===== src/sv/shps_pkg.sv =====
`default_nettype none

package shps_pkg;

    localparam int BYTE_W     = 8;
    localparam int PAT_BYTES  = 16;
    localparam int PAT_IDX_W  = 4;
    localparam int SUM_W      = 12;
    localparam int INDEX_W    = 16;
    localparam int LEN_CFG_W  = 5;
    localparam int CFG_ADDR_W = 5;
    localparam int CFG_DATA_W = 64;

    typedef logic [BYTE_W-1:0] t_byte;

    // register slots, 8 bytes apart
    typedef enum logic [1:0] {
        REG_LENGTH,
        REG_PAT_LOW,
        REG_PAT_HIGH
    } t_reg_idx;

    // per-cell compare setup, derived from the pattern registers
    typedef struct packed {
        logic  active;
        t_byte pat;
    } t_cell_cfg;

endpackage

`default_nettype wire


===== src/sv/shps_if.sv =====
`default_nettype none

interface shps_in_if
    import shps_pkg::*;
();
    logic  valid;
    logic  ready;
    t_byte text_byte;
    logic  start_of_text;

    modport source (output valid, output text_byte, output start_of_text, input ready);
    modport sink   (input valid, input text_byte, input start_of_text, output ready);
endinterface

interface shps_out_if
    import shps_pkg::*;
();
    logic               valid;
    logic               ready;
    logic               found;
    logic [INDEX_W-1:0] start_index;

    modport source (output valid, output found, output start_index, input ready);
    modport sink   (input valid, input found, input start_index, output ready);
endinterface

`default_nettype wire


===== src/sv/shps_cell.sv =====
`default_nettype none

module shps_cell
    import shps_pkg::*;
(
    input  wire logic      i_clk,
    input  wire logic      i_shift,
    input  wire t_byte     i_byte,
    input  wire t_cell_cfg i_cfg,
    output t_byte          o_byte,
    output t_byte          o_term,
    output logic           o_eq
);

    t_byte r_byte;

    always_ff @(posedge i_clk) begin
        if (i_shift) begin
            r_byte <= i_byte;
        end
    end

    assign o_byte = r_byte;
    // cells past the pattern length add nothing and always agree
    assign o_term = i_cfg.active ? r_byte : '0;
    assign o_eq   = !i_cfg.active || (r_byte == i_cfg.pat);

endmodule

`default_nettype wire


===== src/sv/sum_hash_pattern_search.sv =====
// Channel  Dir  Handshake     Word
// i_text   in   valid/ready   text_byte, start_of_text
// o_match  out  valid/ready   found, start_index
// apb      in   psel/penable  pattern_length @0x00, pattern_bytes_low @0x08, _high @0x10
//
// One text word per cycle while the output is not stalled; a result is offered only
// where the window sum matches the pattern sum, after the cell row shift, the registered
// sums of four-byte groups and the final sum compare into the output register.
// When the output register is full and not taken the whole pipeline holds.
// Synchronous active-low reset clears length to 1, pattern to zero, fill and position.
`default_nettype none

module sum_hash_pattern_search
    import shps_pkg::*;
#(
    parameter int MAX_PATTERN   = 16,
    parameter int POSITION_BITS = 16
) (
    input  wire logic                  i_clk,
    input  wire logic                  i_rst_n,
    shps_in_if.sink                    i_text,
    shps_out_if.source                 o_match,
    input  wire logic                  psel,
    input  wire logic                  penable,
    input  wire logic                  pwrite,
    input  wire logic [CFG_ADDR_W-1:0] paddr,
    input  wire logic [CFG_DATA_W-1:0] pwdata,
    output logic      [CFG_DATA_W-1:0] prdata,
    output logic                       pready
);

    localparam int LEN_W  = $clog2(MAX_PATTERN + 1);
    localparam int GROUPS = (MAX_PATTERN + 3) / 4;
    localparam int PART_W = BYTE_W + 2;
    localparam int TAKE_W = (POSITION_BITS < INDEX_W) ? POSITION_BITS : INDEX_W;
    localparam logic [POSITION_BITS-1:0] POS_MAX = {POSITION_BITS{1'b1}};

    // configuration
    logic [LEN_CFG_W-1:0]  r_len;
    logic [CFG_DATA_W-1:0] r_pat_low;
    logic [CFG_DATA_W-1:0] r_pat_high;
    logic                  w_wr;
    t_reg_idx              w_reg;

    assign pready = 1'b1;
    assign w_wr   = psel && penable && pwrite;
    assign w_reg  = t_reg_idx'(paddr[CFG_ADDR_W-1:3]);

    always_ff @(posedge i_clk) begin
        if (!i_rst_n) begin
            r_len      <= LEN_CFG_W'(1);
            r_pat_low  <= '0;
            r_pat_high <= '0;
        end else if (w_wr) begin
            case (w_reg)
                REG_LENGTH:   r_len      <= pwdata[LEN_CFG_W-1:0];
                REG_PAT_LOW:  r_pat_low  <= pwdata;
                REG_PAT_HIGH: r_pat_high <= pwdata;
                default: ;
            endcase
        end
    end

    always_comb begin
        case (w_reg)
            REG_LENGTH:   prdata = CFG_DATA_W'(r_len);
            REG_PAT_LOW:  prdata = r_pat_low;
            REG_PAT_HIGH: prdata = r_pat_high;
            default:      prdata = '0;
        endcase
    end

    // derived pattern setup, refreshed every cycle; to be written only while idle (not enforced)
    t_byte               w_pat [PAT_BYTES];
    logic [LEN_W-1:0]    w_eff;
    logic [LEN_CFG_W-1:0] w_al [MAX_PATTERN];
    t_cell_cfg           w_cell_cfg [MAX_PATTERN];
    logic [PART_W-1:0]   w_pat_part [GROUPS];
    logic [SUM_W-1:0]    w_pat_total;

    logic [LEN_W-1:0]    r_eff;
    t_cell_cfg           r_cell_cfg [MAX_PATTERN];
    logic [PART_W-1:0]   r_pat_part [GROUPS];
    logic [SUM_W-1:0]    r_pat_sum;

    always_comb begin
        for (int j = 0; j < 8; j++) begin
            w_pat[j]     = r_pat_low[8*j +: 8];
            w_pat[j + 8] = r_pat_high[8*j +: 8];
        end
        if (r_len == '0) begin
            w_eff = LEN_W'(1);
        end else if (r_len > LEN_CFG_W'(MAX_PATTERN)) begin
            w_eff = LEN_W'(MAX_PATTERN);
        end else begin
            w_eff = LEN_W'(r_len);
        end
        // cell k compares with pattern byte len-1-k (oldest byte against byte 0)
        for (int k = 0; k < MAX_PATTERN; k++) begin
            w_al[k] = LEN_CFG_W'(w_eff) - LEN_CFG_W'(1) - LEN_CFG_W'(k);
            w_cell_cfg[k].active = (k < int'(w_eff));
            w_cell_cfg[k].pat    = w_pat[w_al[k][PAT_IDX_W-1:0]];
        end
        for (int g = 0; g < GROUPS; g++) begin
            w_pat_part[g] = '0;
            for (int j = 0; j < 4; j++) begin
                if ((4*g + j) < int'(w_eff)) begin
                    w_pat_part[g] = w_pat_part[g] + PART_W'(w_pat[4*g + j]);
                end
            end
        end
        w_pat_total = '0;
        for (int g = 0; g < GROUPS; g++) begin
            w_pat_total = w_pat_total + SUM_W'(r_pat_part[g]);
        end
    end

    always_ff @(posedge i_clk) begin
        r_eff      <= w_eff;
        r_cell_cfg <= w_cell_cfg;
        r_pat_part <= w_pat_part;
        r_pat_sum  <= w_pat_total;
    end

    // pipeline control
    logic w_en;
    logic w_acc;

    assign w_en         = !r_o_valid || o_match.ready;
    assign i_text.ready = i_rst_n && w_en;
    assign w_acc        = i_text.valid && i_text.ready;

    // row of window cells, cell 0 newest
    t_byte w_chain_in [MAX_PATTERN];
    t_byte w_byte     [MAX_PATTERN];
    t_byte w_term     [MAX_PATTERN];
    logic [MAX_PATTERN-1:0] w_eq;

    for (genvar k = 0; k < MAX_PATTERN; k++) begin : g_cell
        if (k == 0) begin : g_head
            assign w_chain_in[k] = i_text.text_byte;
        end else begin : g_link
            assign w_chain_in[k] = w_byte[k-1];
        end
        shps_cell u_cell (
            .i_clk   (i_clk),
            .i_shift (w_acc),
            .i_byte  (w_chain_in[k]),
            .i_cfg   (r_cell_cfg[k]),
            .o_byte  (w_byte[k]),
            .o_term  (w_term[k]),
            .o_eq    (w_eq[k])
        );
    end

    // fill count and position
    logic [LEN_W-1:0]         r_fill;
    logic [LEN_W-1:0]         n_fill;
    logic [POSITION_BITS-1:0] r_pos;
    logic [POSITION_BITS-1:0] n_pos;
    logic [POSITION_BITS-1:0] w_pos_base;
    logic [LEN_W-1:0]         w_fill_base;

    always_comb begin
        w_fill_base = i_text.start_of_text ? '0 : r_fill;
        w_pos_base  = i_text.start_of_text ? '0 : r_pos;
        n_fill = (w_fill_base < LEN_W'(MAX_PATTERN)) ? w_fill_base + LEN_W'(1) : w_fill_base;
        n_pos  = (w_pos_base == POS_MAX) ? w_pos_base : w_pos_base + POSITION_BITS'(1);
    end

    // stage registers
    logic                     r_s1_valid;
    logic [POSITION_BITS-1:0] r_s1_pos;
    logic                     r_s2_valid;
    logic [PART_W-1:0]        r_s2_part [GROUPS];
    logic                     r_s2_eq;
    logic [INDEX_W-1:0]       r_s2_index;
    logic                     r_o_valid;
    logic                     r_o_found;
    logic [INDEX_W-1:0]       r_o_index;

    logic [PART_W-1:0]        w_win_part [GROUPS];
    logic [SUM_W-1:0]         w_win_sum;
    logic                     w_hit;

    always_comb begin
        for (int g = 0; g < GROUPS; g++) begin
            w_win_part[g] = '0;
            for (int j = 0; j < 4; j++) begin
                if ((4*g + j) < MAX_PATTERN) begin
                    w_win_part[g] = w_win_part[g] + PART_W'(w_term[4*g + j]);
                end
            end
        end
        w_win_sum = '0;
        for (int g = 0; g < GROUPS; g++) begin
            w_win_sum = w_win_sum + SUM_W'(r_s2_part[g]);
        end
        w_hit = r_s2_valid && (w_win_sum == r_pat_sum);
    end

    always_ff @(posedge i_clk) begin
        if (!i_rst_n) begin
            r_fill     <= '0;
            r_pos      <= '0;
            r_s1_valid <= 1'b0;
            r_s2_valid <= 1'b0;
            r_o_valid  <= 1'b0;
        end else if (w_en) begin
            if (w_acc) begin
                r_fill <= n_fill;
                r_pos  <= n_pos;
            end
            r_s1_valid <= w_acc;
            r_s2_valid <= r_s1_valid && (r_fill >= r_eff);
            r_o_valid  <= w_hit;
        end
    end

    always_ff @(posedge i_clk) begin
        if (w_en) begin
            if (w_acc) begin
                r_s1_pos <= w_pos_base;
            end
            r_s2_part  <= w_win_part;
            r_s2_eq    <= &w_eq;
            r_s2_index <= INDEX_W'(r_s1_pos[TAKE_W-1:0]) - INDEX_W'(r_eff) + INDEX_W'(1);
            r_o_found  <= r_s2_eq;
            r_o_index  <= r_s2_index;
        end
    end

    assign o_match.valid       = r_o_valid;
    assign o_match.found       = r_o_found;
    assign o_match.start_index = r_o_index;

    // a restart leaves exactly one word in the window
    a_restart: assert property (@(posedge i_clk) disable iff (!i_rst_n)
        (w_acc && i_text.start_of_text) |=> (r_fill == LEN_W'(1)) && (r_pos == POSITION_BITS'(1)))
        else $error("restart did not reset fill and position");

    a_pos_sat: assert property (@(posedge i_clk) disable iff (!i_rst_n)
        (w_acc && !i_text.start_of_text && (r_pos == POS_MAX)) |=> (r_pos == POS_MAX))
        else $error("position left saturation");

    a_hold: assert property (@(posedge i_clk) disable iff (!i_rst_n)
        !w_en |=> $stable(r_s1_valid) && $stable(r_s2_valid) && $stable(r_fill))
        else $error("pipeline moved while output stalled");

    a_s2_src: assert property (@(posedge i_clk) disable iff (!i_rst_n)
        $rose(r_s2_valid) |-> $past(r_s1_valid))
        else $error("compare stage valid without a shifted word");

    a_fill_max: assert property (@(posedge i_clk) disable iff (!i_rst_n)
        r_s2_valid |-> (r_fill != '0))
        else $error("result candidate with empty window");

endmodule

`default_nettype wire

===== src/flat_wrapper.sv =====
// flat-port wrapper written by rule: the top's interface ports become plain ports
module sum_hash_pattern_search_flat import shps_pkg::*;
#(
    parameter int MAX_PATTERN   = 16,
    parameter int POSITION_BITS = 16
)
  (i_clk, i_rst_n, psel, penable, pwrite, paddr, pwdata, prdata, pready, i_text_valid, i_text_text_byte, i_text_start_of_text, i_text_ready, o_match_valid, o_match_found, o_match_start_index, o_match_ready);
  shps_in_if i_text_i ();
  shps_out_if o_match_i ();
  input  wire logic i_clk;
  input  wire logic i_rst_n;
  input  wire logic psel;
  input  wire logic penable;
  input  wire logic pwrite;
  input  wire logic [CFG_ADDR_W-1:0] paddr;
  input  wire logic [CFG_DATA_W-1:0] pwdata;
  output logic      [CFG_DATA_W-1:0] prdata;
  output logic pready;
  input wire logic [$bits(i_text_i.valid)-1:0] i_text_valid;
  input wire logic [$bits(i_text_i.text_byte)-1:0] i_text_text_byte;
  input wire logic [$bits(i_text_i.start_of_text)-1:0] i_text_start_of_text;
  output wire logic [$bits(i_text_i.ready)-1:0] i_text_ready;
  output wire logic [$bits(o_match_i.valid)-1:0] o_match_valid;
  output wire logic [$bits(o_match_i.found)-1:0] o_match_found;
  output wire logic [$bits(o_match_i.start_index)-1:0] o_match_start_index;
  input wire logic [$bits(o_match_i.ready)-1:0] o_match_ready;
  assign i_text_i.valid = i_text_valid;
  assign i_text_i.text_byte = i_text_text_byte;
  assign i_text_i.start_of_text = i_text_start_of_text;
  assign i_text_ready = i_text_i.ready;
  assign o_match_valid = o_match_i.valid;
  assign o_match_found = o_match_i.found;
  assign o_match_start_index = o_match_i.start_index;
  assign o_match_i.ready = o_match_ready;
  sum_hash_pattern_search #(.MAX_PATTERN(MAX_PATTERN), .POSITION_BITS(POSITION_BITS)) u_core (.i_clk(i_clk), .i_rst_n(i_rst_n), .i_text(i_text_i), .o_match(o_match_i), .psel(psel), .penable(penable), .pwrite(pwrite), .paddr(paddr), .pwdata(pwdata), .prdata(prdata), .pready(pready));
endmodule

===== config.mk =====
export PLATFORM = sky130hd
export DESIGN_NAME = sum_hash_pattern_search_flat
export DESIGN_NICKNAME = d
export VERILOG_FILES = /design/src/sv/shps_pkg.sv /design/src/sv/shps_if.sv /design/src/sv/shps_cell.sv /design/src/sv/sum_hash_pattern_search.sv /design/src/flat_wrapper.sv
export SDC_FILE = /design/constraint.sdc
export NUM_CORES = 2
export LEC_CHECK = 0
export BUFFER_PORTS_ARGS = -buffer_cell sky130_fd_sc_hd__buf_2
export CORE_MARGIN = 1.5
export CORE_UTILIZATION = 34
export DETAILED_ROUTE_END_ITERATION = 8
export PLACE_DENSITY = 0.48
export REMOVE_ABC_BUFFERS = 1
export SLEW_MARGIN = 20
export SYNTH_ARGS = -nofsm -noshare
export SYNTH_HDL_FRONTEND = slang
export SYNTH_SLANG_ARGS = --single-unit
export TNS_END_PERCENT = 30

===== constraint.sdc =====
create_clock -name i_clk -period 10 [get_ports i_clk]
set_clock_uncertainty 0.05 [all_clocks]
set_input_delay 1.5 -clock i_clk [delete_from_list [all_inputs] [get_ports i_clk]]
set_output_delay 1.5 -clock i_clk [all_outputs]
set_load 0.01 [all_outputs]

==> qor.txt <==
Mapped Cells = 3990
Num ports = 169
Arr. time, crit path = 7.22 ns
Global Route Usage Sum = 0.228
CP Launch Type = flop
Wire length on met2 = 59400 µm
CTS tree = built
DR vias/cell = 5.21
Post-CTS Setup Bufs = 0
Final hold slack = 0.359 ns
Initial antenna violation count = 7
Avg Inst Size Synth = 9.28 µm²
Power density over the cells = 146 nW/µm²
# DRC = 0
CP Data Required Time = 10.47 ns
Initial DRC count = 2055
Fmax = 148 MHz
Register area share after synthesis = 0.370
Crit path capture type = flop
Starting density of the core = 0.344
Final instance area = 42000 µm²
Post-synth EDFFs = 218
P_leak = 17.2 nW
Status = finished, final reports clean
Routed Antenna Nets = 0
Metal1 wirelength = 58200 µm
Minimum clock period = 6.75 ns
Maximum Capacitance Violations = 0
DIE AREA = 111000 µm²
Largest area contributor in the netlist = dfxtp_1
RSZ-0062 raised after global routing = no
TritonRoute pass-1 iters = 6
Resized Gates After CTS = 0
Mapped cell area = 37000 µm²
Pre-CTS setup slack = 3.29 ns
Synthesis-to-finish area growth = 13.4%
Final Setup Violations = 0
Dpl cell area = 39300 µm²
Highest routed layer = met5
DP Wirelength = 100000 µm
Max-slew violations = 0
Post-synth top area share = 0.193
Total Nets Final = 4497
CTS Buf Count = 74
Dominant synthesized flop cell = dfxtp_1
Slowest CP cell = o41ai_1
Peak VDD IR = 0.111 mV
Core area = 108000 µm²
Util after Layout = 0.390
Cell repeated most along the worst path = ha_1
Number of synthesized register bits = 575
Crit Path Class = reg2reg
Min-delay worst type = reg2reg
Row count = 120
Final Hold Vio Count = 0
First-pass GRT wire length = 186000 µm
Buf/Inv on CP = 4
Clock sink count = 575
Worst-margin pin slew = 1.05 ns
Ranking of synthesized cells by area = dfxtp_1 (19%), edfxtp_1 (18%), mux2i_1 (11%), ha_1 (8.0%), nand2_1 (6.9%)
Cts hold-fix bufs = 0
Largest delay contributor family on the critical path = compound AO/OA/AOI/OAI gates
Met3 wire length = 5820 µm
WL/cell = 23.1 µm
GPL Wtd Cong = 0.934
Vias in the first global route = 27600
Die Wd = 333 µm
Total wire length = 129000 µm
Clock Path Buffers = 3
Largest net degree at the start of global routing = 77
Chip Height = 333 µm
Worst slew margin = 0.297
Overflow after GRT = 0
Max incr delay on CP = 0.46 ns
FFs w/ async S/R, synth = 0
Unique masters post-synth = 72
Share of cells above drive strength 1 = 0.0940
IO buf count = 164
Final WS setup = 3.25 ns
Root buffer cell = clkbuf_16
Worst Path Max Fanout = 21
Via count = 29000
Yosys warnings = 0
CTS clk-pin slew, worst paths = 0.06 ns
Final setup TNS = 0 ns
Clk_lat worst skew = 0.66 ns
Post-route clock period utilization = 0.675
Commonest cells in the netlist = nand2_1 (676), mux2i_1 (405), dfxtp_1 (357)
Top-count cell post-synth = nand2_1
H-tree depth = 3
## cells by family (layout without fill, tap and decap cells)
family,count (synthesis),after routing,share of synthesized area
other cells,1,4,0.000101
mux,432,432,0.118
buf+inv,412,580,0.0427
xor+xnor,300,300,0.0734
simple gates,1222,1222,0.151
fa+ha+maj,314,314,0.122
flops,575,575,0.370
compound gates,734,734,0.123
## flip-flops by register name, summed over array words and instances (netlist names), 4 cells and up
register,count
u_core.r_pat_part,40
u_core.r_eff,4
u_core.r_pat_sum,12
u_core.r_pat_high,64
u_core.r_pos,16
u_core.g_cell.u_cell.o_byte,128
u_core.r_len,5
u_core.r_s1_pos,16
u_core.o_match.start_index,16
u_core.r_cell_cfg,144
u_core.r_fill,5
u_core.r_pat_low,64
u_core.r_s2_index,16
u_core.r_s2_part,40
## stage by stage
| stage | power, mW | std cells |
|---|---|---|
| 4_1_cts | 6.20 | 5561 |
| 5_1_grt | 6.35 | 5561 |
| 3_3_place_gp | 3.23 | 5425 |
| 2_1_floorplan | 3.01 | 3822 |
| 6_report | 6.13 | 5564 |
| 3_5_place_dp | 3.23 | 5425 |
## power by group
part / switching (mW) / internal [mW]
Combinational: 0.348 / 0.229
Sequential: 0.0757 / 2.53
Clock: 1.15 / 1.80
Total: 1.58 / 4.55
## layout make-up
cell class | instances | area (µm²)
Inverter | 244 | 926
Fill cell | 10900 | 65500
Clock inverter | 38 | 569
Tap cell | 1403 | 1760
Sequential cell | 575 | 13700
Antenna cell | 3 | 7.51
Multi-Input combinational cell | 3003 | 21800
Clock buffer | 98 | 2150
Timing Repair Buffer | 200 | 1090
## routing by layer
layer / GRT usage / vias up
li1: - / 14100
met1: 0.308 / 13900
met2: 0.371 / 750
met3: 0.0237 / 180
met4: 0.0920 / 2
met5: 0 / -
## path summary, 6_finish.rpt
kind / start / to / slack (ns) / cells after the start
max reg2reg: u_core.r_len[4]$_SDFFE_PN0P_ / u_core.r_pat_part[29]$_DFF_P_ / 3.25 / 29
min: u_core.r_s2_eq$_DFFE_PN_ / u_core.o_match.found$_DFFE_PN_ / 0.36 / 0
max: u_core.r_len[4]$_SDFFE_PN0P_ / u_core.r_pat_part[29]$_DFF_P_ / 3.25 / 29
min reg2reg: u_core.r_s2_eq$_DFFE_PN_ / u_core.o_match.found$_DFFE_PN_ / 0.36 / 0
## placed cells by master, fill, tap and decap left out, types with 48 or more instances in the layout
cell type and instances:
nand2_1 675, mux2i_1 405, dfxtp_1 357, a21oi_1 261
ha_1 236, inv_1 229, xnor2_1 219, edfxtp_1 218
buf_2 164, o21ai_0 135, nor2_1 131, and2_1 109
a31oi_1 79, clkbuf_16 79, fa_1 77, xor2_1 75
and3_1 61, a22o_1 59, nor2b_1 51, nand4_1 49
a21o_1 48
Power figures use the tool's default switching activity.
